===== src/hw/rtl/fbfa_pkg.sv =====
// shared types and constants of the fixed block free-list allocator
`timescale 1ns / 1ps

package fbfa_pkg;

    // fixed field widths
    localparam int CNT_W     = 9;
    localparam int BYTES_W   = 16;
    localparam int FUNC_W    = 2;
    localparam int IDX_W     = 16;
    localparam int STATUS_W  = 3;
    localparam int GRANT_W   = 8;
    localparam int CFG_IDX_W = 1;
    localparam int CFG_DAT_W = 16;
    // wide enough for any block index, count or null marker compare
    localparam int CMP_W     = 17;

    // operation codes
    localparam logic [FUNC_W-1:0] FN_ALLOC    = 2'd0;
    localparam logic [FUNC_W-1:0] FN_FREE     = 2'd1;
    localparam logic [FUNC_W-1:0] FN_TEARDOWN = 2'd2;

    // register indexes
    localparam logic [CFG_IDX_W-1:0] CFG_BLOCK_COUNT = 1'd0;
    localparam logic [CFG_IDX_W-1:0] CFG_BLOCK_BYTES = 1'd1;

    // register reset values
    localparam logic [CNT_W-1:0]   BLOCK_COUNT_RST = 9'd256;
    localparam logic [BYTES_W-1:0] BLOCK_BYTES_RST = 16'd64;

    typedef enum logic [STATUS_W-1:0] {
        ST_OK       = 3'd0,
        ST_NOBLOCK  = 3'd1,
        ST_BADSTATE = 3'd2,
        ST_NOTOWNER = 3'd3,
        ST_INUSE    = 3'd4
    } t_status;

    typedef struct packed {
        logic [FUNC_W-1:0]  func;
        logic [BYTES_W-1:0] request_bytes;
        logic [IDX_W-1:0]   free_index;
    } t_req_beat;

    typedef struct packed {
        t_status            status;
        logic [GRANT_W-1:0] granted_index;
    } t_rsp_beat;

endpackage


===== src/hw/rtl/fbfa_req_if.sv =====
// request channel: valid/ready handshake carrying one operation beat
`timescale 1ns / 1ps

interface fbfa_req_if;
    import fbfa_pkg::*;

    logic      valid;
    logic      ready;
    t_req_beat data;

    modport source (output valid, output data, input ready);
    modport sink   (input valid, input data, output ready);
endinterface


===== src/hw/rtl/fbfa_rsp_if.sv =====
// response channel: valid/ready handshake carrying one result beat
`timescale 1ns / 1ps

interface fbfa_rsp_if;
    import fbfa_pkg::*;

    logic      valid;
    logic      ready;
    t_rsp_beat data;

    modport source (output valid, output data, input ready);
    modport sink   (input valid, input data, output ready);
endinterface


===== src/hw/rtl/fbfa_ram.sv =====
// generic single-port-write, single-port-read ram with registered read
`timescale 1ns / 1ps

module fbfa_ram #(
    parameter int WIDTH = 9,
    parameter int DEPTH = 256
) (
    input  logic                     i_clk,
    input  logic                     i_we,
    input  logic [$clog2(DEPTH)-1:0] i_waddr,
    input  logic [WIDTH-1:0]         i_wdata,
    input  logic [$clog2(DEPTH)-1:0] i_raddr,
    output logic [WIDTH-1:0]         o_rdata
);
    logic [WIDTH-1:0] r_mem [DEPTH];
    logic [WIDTH-1:0] r_rdata;

    // write and registered read
    always_ff @(posedge i_clk) begin
        if (i_we) begin
            r_mem[i_waddr] <= i_wdata;
        end
        r_rdata <= r_mem[i_raddr];
    end

    assign o_rdata = r_rdata;
endmodule


===== src/hw/rtl/fixed_block_free_list_allocator.sv =====
// top level: fixed-size block allocator with a lifo free list in a link ram
`timescale 1ns / 1ps
// free, and any refused operation that runs no set-up: goes to the done state, then the output slot.
// allocate from a set-up pool: reads the head link, then done; an allocate that runs set-up
// writes one link ram entry a cycle for each live block, the last one settling the grant.
// teardown: walks the free list in check and read steps, one link ram read per step.
// one operation at a time; reset clears the pool, the head and the registers,
// the link ram is not cleared and is written by set-up before any read.
module fixed_block_free_list_allocator #(
    parameter int MAX_BLOCKS = 256
) (
    input  logic                              i_clk,
    input  logic                              i_rst_n,
    fbfa_req_if.sink                          i_req,
    fbfa_rsp_if.source                        o_rsp,
    input  logic                              i_cfg_we,
    input  logic [fbfa_pkg::CFG_IDX_W-1:0]    i_cfg_idx,
    input  logic [fbfa_pkg::CFG_DAT_W-1:0]    i_cfg_data
);
    import fbfa_pkg::*;

    localparam int AW = $clog2(MAX_BLOCKS);
    localparam int LW = AW + 1;
    localparam logic [LW-1:0]    NULL_LINK = LW'(MAX_BLOCKS);
    localparam logic [CMP_W-1:0] MAX_WIDE  = CMP_W'(MAX_BLOCKS);

    typedef enum logic [2:0] {
        S_IDLE,
        S_SETUP,
        S_ALLOC,
        S_WALK_CHK,
        S_WALK_RD,
        S_DONE
    } t_state;

    t_state              r_state,       n_state;
    logic                r_pool_ready,  n_pool_ready;
    logic [LW-1:0]       r_head,        n_head;
    logic [LW-1:0]       r_cur,         n_cur;
    logic [CNT_W-1:0]    r_cnt,         n_cnt;
    logic [CNT_W-1:0]    r_seen,        n_seen;
    logic [BYTES_W-1:0]  r_req,         n_req;
    t_rsp_beat           r_res,         n_res;
    logic                r_out_valid,   n_out_valid;
    t_rsp_beat           r_out_data,    n_out_data;
    logic [CNT_W-1:0]    r_block_count;
    logic [BYTES_W-1:0]  r_block_bytes;

    logic                ram_we;
    logic [AW-1:0]       ram_waddr;
    logic [LW-1:0]       ram_wdata;
    logic [AW-1:0]       ram_raddr;
    logic [LW-1:0]       ram_rdata;

    logic                in_acc;
    logic [CNT_W-1:0]    live;
    logic                head_null;
    logic                cur_null;
    logic                setup_last;
    logic                idx_oor;

    // link memory
    fbfa_ram #(
        .WIDTH (LW),
        .DEPTH (MAX_BLOCKS)
    ) u_link_ram (
        .i_clk   (i_clk),
        .i_we    (ram_we),
        .i_waddr (ram_waddr),
        .i_wdata (ram_wdata),
        .i_raddr (ram_raddr),
        .o_rdata (ram_rdata)
    );

    // handshake and derived conditions
    assign in_acc      = i_req.valid && i_req.ready;
    assign i_req.ready = (r_state == S_IDLE);
    assign o_rsp.valid = r_out_valid;
    assign o_rsp.data  = r_out_data;

    assign live = ({8'd0, r_block_count} > MAX_WIDE) ? MAX_WIDE[CNT_W-1:0] : r_block_count;
    assign head_null  = (r_head >= NULL_LINK);
    assign cur_null   = (r_cur >= NULL_LINK);
    assign setup_last = ((r_cnt + 9'd1) >= live);
    assign idx_oor    = ({1'b0, i_req.data.free_index} >= {8'd0, live});

    // configuration registers
    always_ff @(posedge i_clk) begin
        if (!i_rst_n) begin
            r_block_count <= BLOCK_COUNT_RST;
            r_block_bytes <= BLOCK_BYTES_RST;
        end else if (i_cfg_we) begin
            case (i_cfg_idx)
                CFG_BLOCK_COUNT: r_block_count <= i_cfg_data[CNT_W-1:0];
                CFG_BLOCK_BYTES: r_block_bytes <= i_cfg_data;
                default: ;
            endcase
        end
    end

    // sequencer next-state logic
    always_comb begin
        n_state      = r_state;
        n_pool_ready = r_pool_ready;
        n_head       = r_head;
        n_cur        = r_cur;
        n_cnt        = r_cnt;
        n_seen       = r_seen;
        n_req        = r_req;
        n_res        = r_res;
        n_out_valid  = r_out_valid;
        n_out_data   = r_out_data;
        ram_we       = 1'b0;
        ram_waddr    = '0;
        ram_wdata    = '0;
        ram_raddr    = r_head[AW-1:0];

        // output slot drains when taken
        if (r_out_valid && o_rsp.ready) begin
            n_out_valid = 1'b0;
        end

        case (r_state)
            S_IDLE: begin
                if (in_acc) begin
                    n_req               = i_req.data.request_bytes;
                    n_res.granted_index = '0;
                    n_res.status        = ST_BADSTATE;
                    n_state             = S_DONE;
                    case (i_req.data.func)
                        FN_ALLOC: begin
                            if (!r_pool_ready) begin
                                if (live != '0 && r_block_bytes != '0) begin
                                    n_cnt   = '0;
                                    n_state = S_SETUP;
                                end
                            end else if (head_null ||
                                         i_req.data.request_bytes > r_block_bytes) begin
                                n_res.status = ST_NOBLOCK;
                            end else begin
                                // link of the head block is read this cycle
                                n_state = S_ALLOC;
                            end
                        end
                        FN_FREE: begin
                            if (r_pool_ready) begin
                                if (idx_oor) begin
                                    n_res.status = ST_NOTOWNER;
                                end else begin
                                    ram_we       = 1'b1;
                                    ram_waddr    = i_req.data.free_index[AW-1:0];
                                    ram_wdata    = r_head;
                                    n_head       = LW'(i_req.data.free_index);
                                    n_res.status = ST_OK;
                                end
                            end
                        end
                        FN_TEARDOWN: begin
                            if (r_pool_ready) begin
                                n_cur   = r_head;
                                n_seen  = '0;
                                n_state = S_WALK_CHK;
                            end
                        end
                        default: ;
                    endcase
                end
            end
            S_SETUP: begin
                // link block i to i+1, last block to the null marker
                ram_we    = 1'b1;
                ram_waddr = AW'(r_cnt);
                ram_wdata = setup_last ? NULL_LINK : LW'(r_cnt + 9'd1);
                if (setup_last) begin
                    n_pool_ready = 1'b1;
                    n_state      = S_DONE;
                    if (r_req > r_block_bytes) begin
                        n_head       = '0;
                        n_res.status = ST_NOBLOCK;
                    end else begin
                        // block 0 handed out straight away
                        n_head              = (live > 9'd1) ? LW'(1) : NULL_LINK;
                        n_res.granted_index = '0;
                        n_res.status        = ST_OK;
                    end
                end else begin
                    n_cnt = r_cnt + 9'd1;
                end
            end
            S_ALLOC: begin
                n_res.granted_index = GRANT_W'(r_head);
                n_res.status        = ST_OK;
                n_head              = ram_rdata;
                n_state             = S_DONE;
            end
            S_WALK_CHK: begin
                ram_raddr = r_cur[AW-1:0];
                if (r_seen < live && !cur_null) begin
                    n_state = S_WALK_RD;
                end else if (r_seen < live) begin
                    n_res.status = ST_INUSE;
                    n_state      = S_DONE;
                end else begin
                    n_pool_ready = 1'b0;
                    n_head       = NULL_LINK;
                    n_res.status = ST_OK;
                    n_state      = S_DONE;
                end
            end
            S_WALK_RD: begin
                n_cur   = ram_rdata;
                n_seen  = r_seen + 9'd1;
                n_state = S_WALK_CHK;
            end
            S_DONE: begin
                if (!r_out_valid || o_rsp.ready) begin
                    n_out_valid = 1'b1;
                    n_out_data  = r_res;
                    n_state     = S_IDLE;
                end
            end
            default: n_state = S_IDLE;
        endcase
    end

    // state and registered outputs
    always_ff @(posedge i_clk) begin
        if (!i_rst_n) begin
            r_state      <= S_IDLE;
            r_pool_ready <= 1'b0;
            r_head       <= NULL_LINK;
            r_cur        <= NULL_LINK;
            r_cnt        <= '0;
            r_seen       <= '0;
            r_req        <= '0;
            r_res        <= '{status: ST_OK, granted_index: '0};
            r_out_valid  <= 1'b0;
            r_out_data   <= '{status: ST_OK, granted_index: '0};
        end else begin
            r_state      <= n_state;
            r_pool_ready <= n_pool_ready;
            r_head       <= n_head;
            r_cur        <= n_cur;
            r_cnt        <= n_cnt;
            r_seen       <= n_seen;
            r_req        <= n_req;
            r_res        <= n_res;
            r_out_valid  <= n_out_valid;
            r_out_data   <= n_out_data;
        end
    end

    // a free of an owned block makes it the new head
    a_free_push: assert property (@(posedge i_clk) disable iff (!i_rst_n)
        (in_acc && i_req.data.func == FN_FREE && r_pool_ready && !idx_oor)
        |=> (r_head == $past(LW'(i_req.data.free_index))))
        else $error("free did not push the block onto the list");

    // set-up only runs on a pool that is not set up
    a_setup_no_pool: assert property (@(posedge i_clk) disable iff (!i_rst_n)
        (r_state == S_SETUP) |-> !r_pool_ready)
        else $error("set-up running on a live pool");

    // the teardown walk never steps past the block count
    a_walk_bound: assert property (@(posedge i_clk) disable iff (!i_rst_n)
        (r_state == S_WALK_RD) |-> (r_seen < live))
        else $error("teardown walk overran the block count");

    // a new result only loads into an empty or draining output slot
    a_out_slot: assert property (@(posedge i_clk) disable iff (!i_rst_n)
        (r_state == S_DONE && r_out_valid && !o_rsp.ready) |=> (r_state == S_DONE))
        else $error("result left the sequencer while the output slot was full");

endmodule


===== src/flat_wrapper.sv =====
// flat-port wrapper written by rule: the top's interface ports become plain ports
module fixed_block_free_list_allocator_flat import fbfa_pkg::*;
#(
    parameter int MAX_BLOCKS = 256
)
  (i_clk, i_rst_n, i_cfg_we, i_cfg_idx, i_cfg_data, i_req_valid, i_req_data, i_req_ready, o_rsp_valid, o_rsp_data, o_rsp_ready);
  fbfa_req_if i_req_i ();
  fbfa_rsp_if o_rsp_i ();
  input  logic i_clk;
  input  logic i_rst_n;
  input  logic i_cfg_we;
  input  logic [fbfa_pkg::CFG_IDX_W-1:0] i_cfg_idx;
  input  logic [fbfa_pkg::CFG_DAT_W-1:0] i_cfg_data;
  input wire logic [$bits(i_req_i.valid)-1:0] i_req_valid;
  input wire logic [$bits(i_req_i.data)-1:0] i_req_data;
  output wire logic [$bits(i_req_i.ready)-1:0] i_req_ready;
  output wire logic [$bits(o_rsp_i.valid)-1:0] o_rsp_valid;
  output wire logic [$bits(o_rsp_i.data)-1:0] o_rsp_data;
  input wire logic [$bits(o_rsp_i.ready)-1:0] o_rsp_ready;
  assign i_req_i.valid = i_req_valid;
  assign i_req_i.data = i_req_data;
  assign i_req_ready = i_req_i.ready;
  assign o_rsp_valid = o_rsp_i.valid;
  assign o_rsp_data = o_rsp_i.data;
  assign o_rsp_i.ready = o_rsp_ready;
  fixed_block_free_list_allocator #(.MAX_BLOCKS(MAX_BLOCKS)) u_core (.i_clk(i_clk), .i_rst_n(i_rst_n), .i_req(i_req_i), .o_rsp(o_rsp_i), .i_cfg_we(i_cfg_we), .i_cfg_idx(i_cfg_idx), .i_cfg_data(i_cfg_data));
endmodule

===== config.mk =====
export PLATFORM = sky130hd
export DESIGN_NAME = fixed_block_free_list_allocator_flat
export DESIGN_NICKNAME = d
export VERILOG_FILES = /design/src/hw/rtl/fbfa_pkg.sv /design/src/hw/rtl/fbfa_req_if.sv /design/src/hw/rtl/fbfa_rsp_if.sv /design/src/hw/rtl/fbfa_ram.sv /design/src/hw/rtl/fixed_block_free_list_allocator.sv /design/src/flat_wrapper.sv
export SDC_FILE = /design/constraint.sdc
export NUM_CORES = 2
export LEC_CHECK = 0
export BUFFER_PORTS_ARGS = -buffer_cell sky130_fd_sc_hd__buf_4
export CAP_MARGIN = 20
export CORE_UTILIZATION = 35
export DETAILED_ROUTE_END_ITERATION = 10
export PLACE_DENSITY = 0.56
export SLEW_MARGIN = 20
export SYNTH_ARGS = -nofsm -noshare
export SYNTH_HDL_FRONTEND = slang
export SYNTH_SLANG_ARGS = --single-unit

===== constraint.sdc =====
create_clock -name i_clk -period 20.6 [get_ports i_clk]
set_clock_uncertainty 0.1 [all_clocks]
set_input_delay 4.12 -clock i_clk [delete_from_list [all_inputs] [get_ports i_clk]]
set_output_delay 4.12 -clock i_clk [all_outputs]
set_load 0.1 [all_outputs]

# Word-level counts from Yosys, hierarchy flattened
# Memories as Yosys holds them, arrays and structs flattened. A register that Yosys moved wholly into a read port is not among the register bits.
# Index checks and enable logic that the tools add are counted.
classes:
  n_bitwise: 1
  n_lt_le_gt_ge: 9
  n_mux: 74
  eq_ne: 21
  n_addsub: 2
  n_reduce_logical: 28
ops:
  columns: ["cell", "count"]
  rows:
  - ["$mux 9", 26]
  - ["$pmux 9 s2", 4]
  - ["$mux 8", 6]
  - ["$pmux 9 s4", 1]
  - ["$mux 3", 11]
  - ["$gt 16x16->1", 2]
  - ["$ne 2x2->1 const B", 12]
  - ["$pmux 8 s3", 1]
  - ["$mux 11", 2]
  - ["$add 9x1->9 const B", 2]
  - ["$ge 9x9->1 const B", 2]
  - ["$pmux 3 s6", 1]
  - ["$ge 16x9->1", 1]
  - ["$pmux 8 s2", 1]
  - ["$reduce_and 4->1", 4]
  - ["$reduce_bool 16->1", 1]
  - ["$mux 1", 14]
  - ["$pmux 3 s2", 2]
  - ["$pmux 3 s4", 1]
  - ["$ge 9x9->1", 1]
  - ["$gt 9x1->1 const B", 1]
  - ["$gt 9x9->1 const B", 1]
  - ["$lt 9x9->1", 1]
  - ["$reduce_bool 9->1", 1]
  - ["other kinds (21)", 36]
word_totals:
  memories: 1
  input_bits: 56
  elab_cells: 150
  output_inout_bits: 13
  regBits: 104
  mem_bits_rw: 2304
mem_list:
  columns: ["memory", "depth", "width", "rd", "rd_clocked_by_memory_dff", "write_ports", "line", "source"]
  rows:
  - ["u_core.u_link_ram.r_mem", 256, 9, 1, 1, 1, "fbfa_ram.sv:15", "logic [WIDTH-1:0] r_mem [DEPTH];"]

# Depth between registers and ports, before layout
logic_depth:
  depth_word: 10
  depth_mapped: 16
  ltp_nobuf: 14

# Modules after synthesis
# A second synthesis with hierarchy kept.
unflattened:
  cells_unflattened: 4989
  area_unflattened_um2: 95479.1
modules_own_cells:
  columns: ["module", "seq_area_each_um2", "instances", "area_per_inst_um2", "cells_per_inst"]
  rows:
  - ["fbfa_ram", 69366.5, 1, 89278.1, 4237]
  - ["fixed_block_free_list_allocator", 2082.0, 1, 6200.9, 752]

# Least setup slack after synthesis
# OpenSTA, ideal clock, no wires.
synth_path:
  path_kind: "input port to flip-flop"
  start: "input i_req_data[0]"
  end: "memory u_core.u_link_ram.r_mem[0][8], data pin"
  required_ns: 18.313
  setup_slack_ns: 2.665
  path_buffers: 1
  stages: 9
  arrival_ns: 15.648
  setup_time_ns: 2.187
  cell_sequence: "inv_1 > ha_1 > nand2b_1 > a21o_1 > a21o_1 > a211oi_2 > o2111ai_2 > buf_2 > o21ai_0"
synth_via:
  elab_chain_cells: 6
synth_rtl:
  columns: ["element", "line", "source"]
  rows:
  - ["start: declaration", "flat_wrapper.sv:15", "input wire logic [$bits(i_req_i.data)-1:0] i_req_data;"]
  - ["$ge 16x9->1", "fixed_block_free_list_allocator.sv:85", "assign idx_oor = ({1'b0, i_req.data.free_index} >= {8'd0, live});"]
  - ["$mux 9", "fixed_block_free_list_allocator.sv:147", "if (idx_oor) begin"]
  - ["$mux 9", "fixed_block_free_list_allocator.sv:146", "if (r_pool_ready) begin"]
  - ["$mux 9", "fixed_block_free_list_allocator.sv:130", "case (i_req.data.func)"]
  - ["$mux 9", "fixed_block_free_list_allocator.sv:125", "if (in_acc) begin"]
  - ["$pmux 9 s2", "fixed_block_free_list_allocator.sv:123", "case (r_state)"]
  - ["net u_core.ram_wdata[8]", "fixed_block_free_list_allocator.sv:51", "logic [LW-1:0] ram_wdata;"]
  - ["end: declaration", "fbfa_ram.sv:15", null]
# The timed path passes the listed nets, and every way through them passes these cells.

# Final worst setup path
layout_path:
  start: "input i_req_data[0]"
  end: "memory u_core.u_link_ram.r_mem[23][7], enable pin"
layout_via:
  elab_chain_cells: 8
  elab_cells_between_ends: 13
  cone_classes: "1 x order compare; 12 x mux"
layout_rtl:
  columns: ["element", "line", "source"]
  rows:
  - ["$ge 16x9->1", "fixed_block_free_list_allocator.sv:85", null]
  - ["$mux 1", "fixed_block_free_list_allocator.sv:147", null]
  - ["$mux 1", "fixed_block_free_list_allocator.sv:146", null]
  - ["$mux 1", "fixed_block_free_list_allocator.sv:130", null]
  - ["$mux 1", "fixed_block_free_list_allocator.sv:125", null]
  - ["$pmux 1 s2", "fixed_block_free_list_allocator.sv:123", null]
  - ["$mux 1", "fbfa_ram.sv:20", "if (i_we) begin"]
  - ["$mux 1 (implied by the code)", "fbfa_ram.sv:21", "r_mem[i_waddr] <= i_wdata;"]
# Parallel ways exist; a longest one is shown, timed or not.

==> run summary <==
drt pass-1 iters = 9
Final Wtd Congestion = 0.9390
adder-cell share of the synthesized area = 0.7628%
reg2reg setup slack = 13.49 ns
Reg2Reg Launch Point = u_core.r_state[0]
crit-path max FO = 19
peak supply drop = 101.6 uV
CP endpoint kind = register
initial antenna violation count = 16
Chip Height = 532.3 um
Post-synth EDFFs = 2,304
worst skew pair latency = 0.92 ns
Critical Path AT = 8.77 ns
Die X = 532.3 um
Worst Reg2Reg Path Length in Cells = 13
setup_tns = 0 ns
Setup Buffers After CTS = 0
largest net degree at the start of global routing = 176
delay-heaviest family, CP = simple AND/OR/NAND/NOR gates
antenna viol nets, final = 0
final max-slew violation count = 0
critical path endpoint = u_core.u_link_ram.r_mem[23][7]
largest area contributor in the netlist = edfxtp_1
critical path type = in2reg
Static Leak = 36.92 nW
H-tree lvl count = 4
initial core utilization = 35.23%
Final Hold Fails = 0
Post-Syn Area per Cell = 13.81 um2
CTS Buf Count = 234
TritonCTS clock tree = yes
CTS clk-pin slew, worst paths = 0.07 ns
nets = 7,262
max incr delay on CP = 0.97 ns
Overall Power = 0.01156 W
hold-fix buffers at CTS = 0
GR Util All Layers = 23.02%
WP buf/inv = 3
Simple-Gate Fraction of Synth Area = 12.23%
Yosys top cell area share = 70.30%
r2r endpoint = u_core.u_link_ram.o_rdata[3]
Via density = 5.751
top-count cell post-synth = edfxtp_1
worst endpoint required time = 21.03 ns
failing checks = design-rule violations
Synth Warn # = 0
RSZ-0062 raised after global routing = false
Synth cell types = 85
Mapped Cells = 7,128
Final Setup Violations = 0
Slew Limit Headroom = 15.94%
worst-path cell chain = buf_4 > inv_1 > ha_1 > nand2b_1 > a21o_1 > a21o_1 > a211oi_2 > o2111ai_2 > buf_4 > o32ai_2 > nand2_1 > nor2_1
DR DRC count = 36
xor and xnor fraction of the mapped netlist area = 0.1068%
wire per inst = 30.22 um
period utilisation layout = 40.48%
CP max stage cell = o32ai_2
CP Depth = 12
hold depth = 2
DR vias = 63,730
Die Area = 283,300 um2
synthesized cell area = 98,420 um2
layout cells sized above 1 = 9.307%
Seq cells post-synth = 2,417
Syn Nets = 7,244
max-cap viol count = 0
CP Launch Type = input port
post-CTS sizing = 0
Post-synth top flop = edfxtp_1
clk buf depth = 3
Post-synth ARST share = 0%
minimum clock period = 8.339 ns
worst setup path startpoint = i_req_data[0]
Core ar. = 279,400 um2
largest family of logic cells by synthesized area = simple AND/OR/NAND/NOR gates
Synth top cells by count = edfxtp_1, nand2_1, nand3_1, mux2i_1, nor2_1
clock tree sinks = 2,417
post-synthesis mux area share = 6.105%
FMAX = 0.1199 GHz
GRT Residual Overflow = 0
Initial DRC Count = 8,802
row count = 194
worst min-delay path category = reg2reg
status = finished, violations left
first-pass GRT wire length = 467.0 mm
P&R area growth vs syn = 12.49%
Worst Tran Pin Value = 1.261 ns
Post-Route WL = 334.9 mm
Clock Tree Root = clkbuf_16
Final HPWL DP = 204.5 mm
Compound-Gate Fraction of Synth Area = 5.684%
ranking of synthesized cells by area = edfxtp_1, nand2_1, mux2i_1
IO buf count = 68
sequential-to-total area share from yosys stat = 72.60%
I/O pin cnt = 69
Power Dens Cells = 104.4 nW/um2
number of global-route vias before repair = 60,540
cell families after synthesis:
group | after synthesis
compound gates | 786
mux | 537
fa+ha+maj | 60
flops | 2417
xor+xnor | 12
simple gates | 2805
buf+inv | 511
sequential cells by signal, indices dropped and copies added, names as in the netlist:
name	count
u_core.r_head	9
u_core.o_rsp.data	11
u_core.r_req	16
u_core.r_seen	9
u_core.o_rsp.valid	1
u_core.r_pool_ready	1
u_core.r_cnt	9
u_core.u_link_ram.o_rdata	9
u_core.r_block_bytes	16
u_core.r_block_count	9
u_core.r_res	11
u_core.r_cur	9
u_core.u_link_ram.r_mem	2304
u_core.r_state	3
layer usage:
layer  track usage, %  part of all wire (%)  vias up
met3            4.909                    10      636
met5                0                 0.031        -
li1                 -                     -    26850
met4            10.60                   4.8       16
met2            35.79                    45     3828
met1            30.82                    40    32400
power by group:
part	total [W]	switching (W)	internal (W)	leakage, nW
Clock	0.00435	0.00191	0.00244	3.73
Combinational	0.00177	0.00133	0.000440	10.8
Sequential	0.00544	0.0000442	0.00539	22.4
through the flow:
stage                     util, %  area [um2]  cells  setup WS [ns]  hold slack [ns]
after floorplan                 -       98420   7128          2.665           0.3281
after global placement      36.85      102900  10630          11.57           0.3473
after detailed placement    36.85      103000  10630          11.53           0.3525
after CTS                   39.61      110700  11070          12.47           0.3621
after global routing        39.62      110700  11070          12.30           0.3834
final                       39.63      110700  11080          12.26           0.3566
worst min path at each step:
stage / from / to / slack, ns
finish: u_core.r_res[3] / u_core.r_res[3] / 0.36
global route: u_core.r_req[8] / u_core.r_req[8] / 0.38
CTS: u_core.r_req[5] / u_core.r_req[5] / 0.36
detailed placement: u_core.r_req[8] / u_core.r_req[8] / 0.35
global placement: u_core.r_req[0] / u_core.r_req[0] / 0.35
floorplan: u_core.r_res[0] / u_core.r_res[0] / 0.33
cell type report:
type | instances | area, um2
antenna | 8 | 20.02
clock buffer | 292 | 6115
clock inverter | 147 | 1597
fill | 25690 | 168700
inverter | 68 | 255.2
multi-input combinational | 4200 | 24760
sequential | 2417 | 71450
tap | 3724 | 4659
timing repair buffer | 225 | 1864
tightest hold or removal path: stages (launching register included):
cell and delay (ns):
dfxtp_1 0.31, nand2_1 0.05, o21ai_0 0.06
cells in the final DEF (no fill, tap or decap), types with 21 or more instances in the layout:
| cell | count |
|---|---|
| bufinv_16 | 26 |
| ha_1 | 60 |
| edfxtp_1 | 2304 |
| buf_4 | 211 |
| dfxtp_1 | 112 |
| inv_1 | 66 |
| nor4_1 | 36 |
| mux2i_1 | 472 |
| a32oi_1 | 43 |
| clkbuf_1 | 55 |
| mux4_2 | 49 |
| nand2b_1 | 21 |
| nand4_1 | 134 |
| nor2b_1 | 21 |
| nand3_1 | 537 |
| a311oi_1 | 51 |
| nor3_1 | 24 |
| nor2_1 | 370 |
| a41oi_1 | 32 |
| o211ai_1 | 22 |
| o21ai_0 | 65 |
| clkinv_2 | 39 |
| clkinv_1 | 46 |
| a31oi_1 | 136 |
| a22oi_1 | 47 |
| nand2_1 | 1583 |
| o2111ai_1 | 44 |
| a21o_1 | 24 |
| a21oi_1 | 116 |
| clkbuf_16 | 235 |
| a211oi_1 | 85 |
Note: power is estimated with default switching activity, not from simulation.
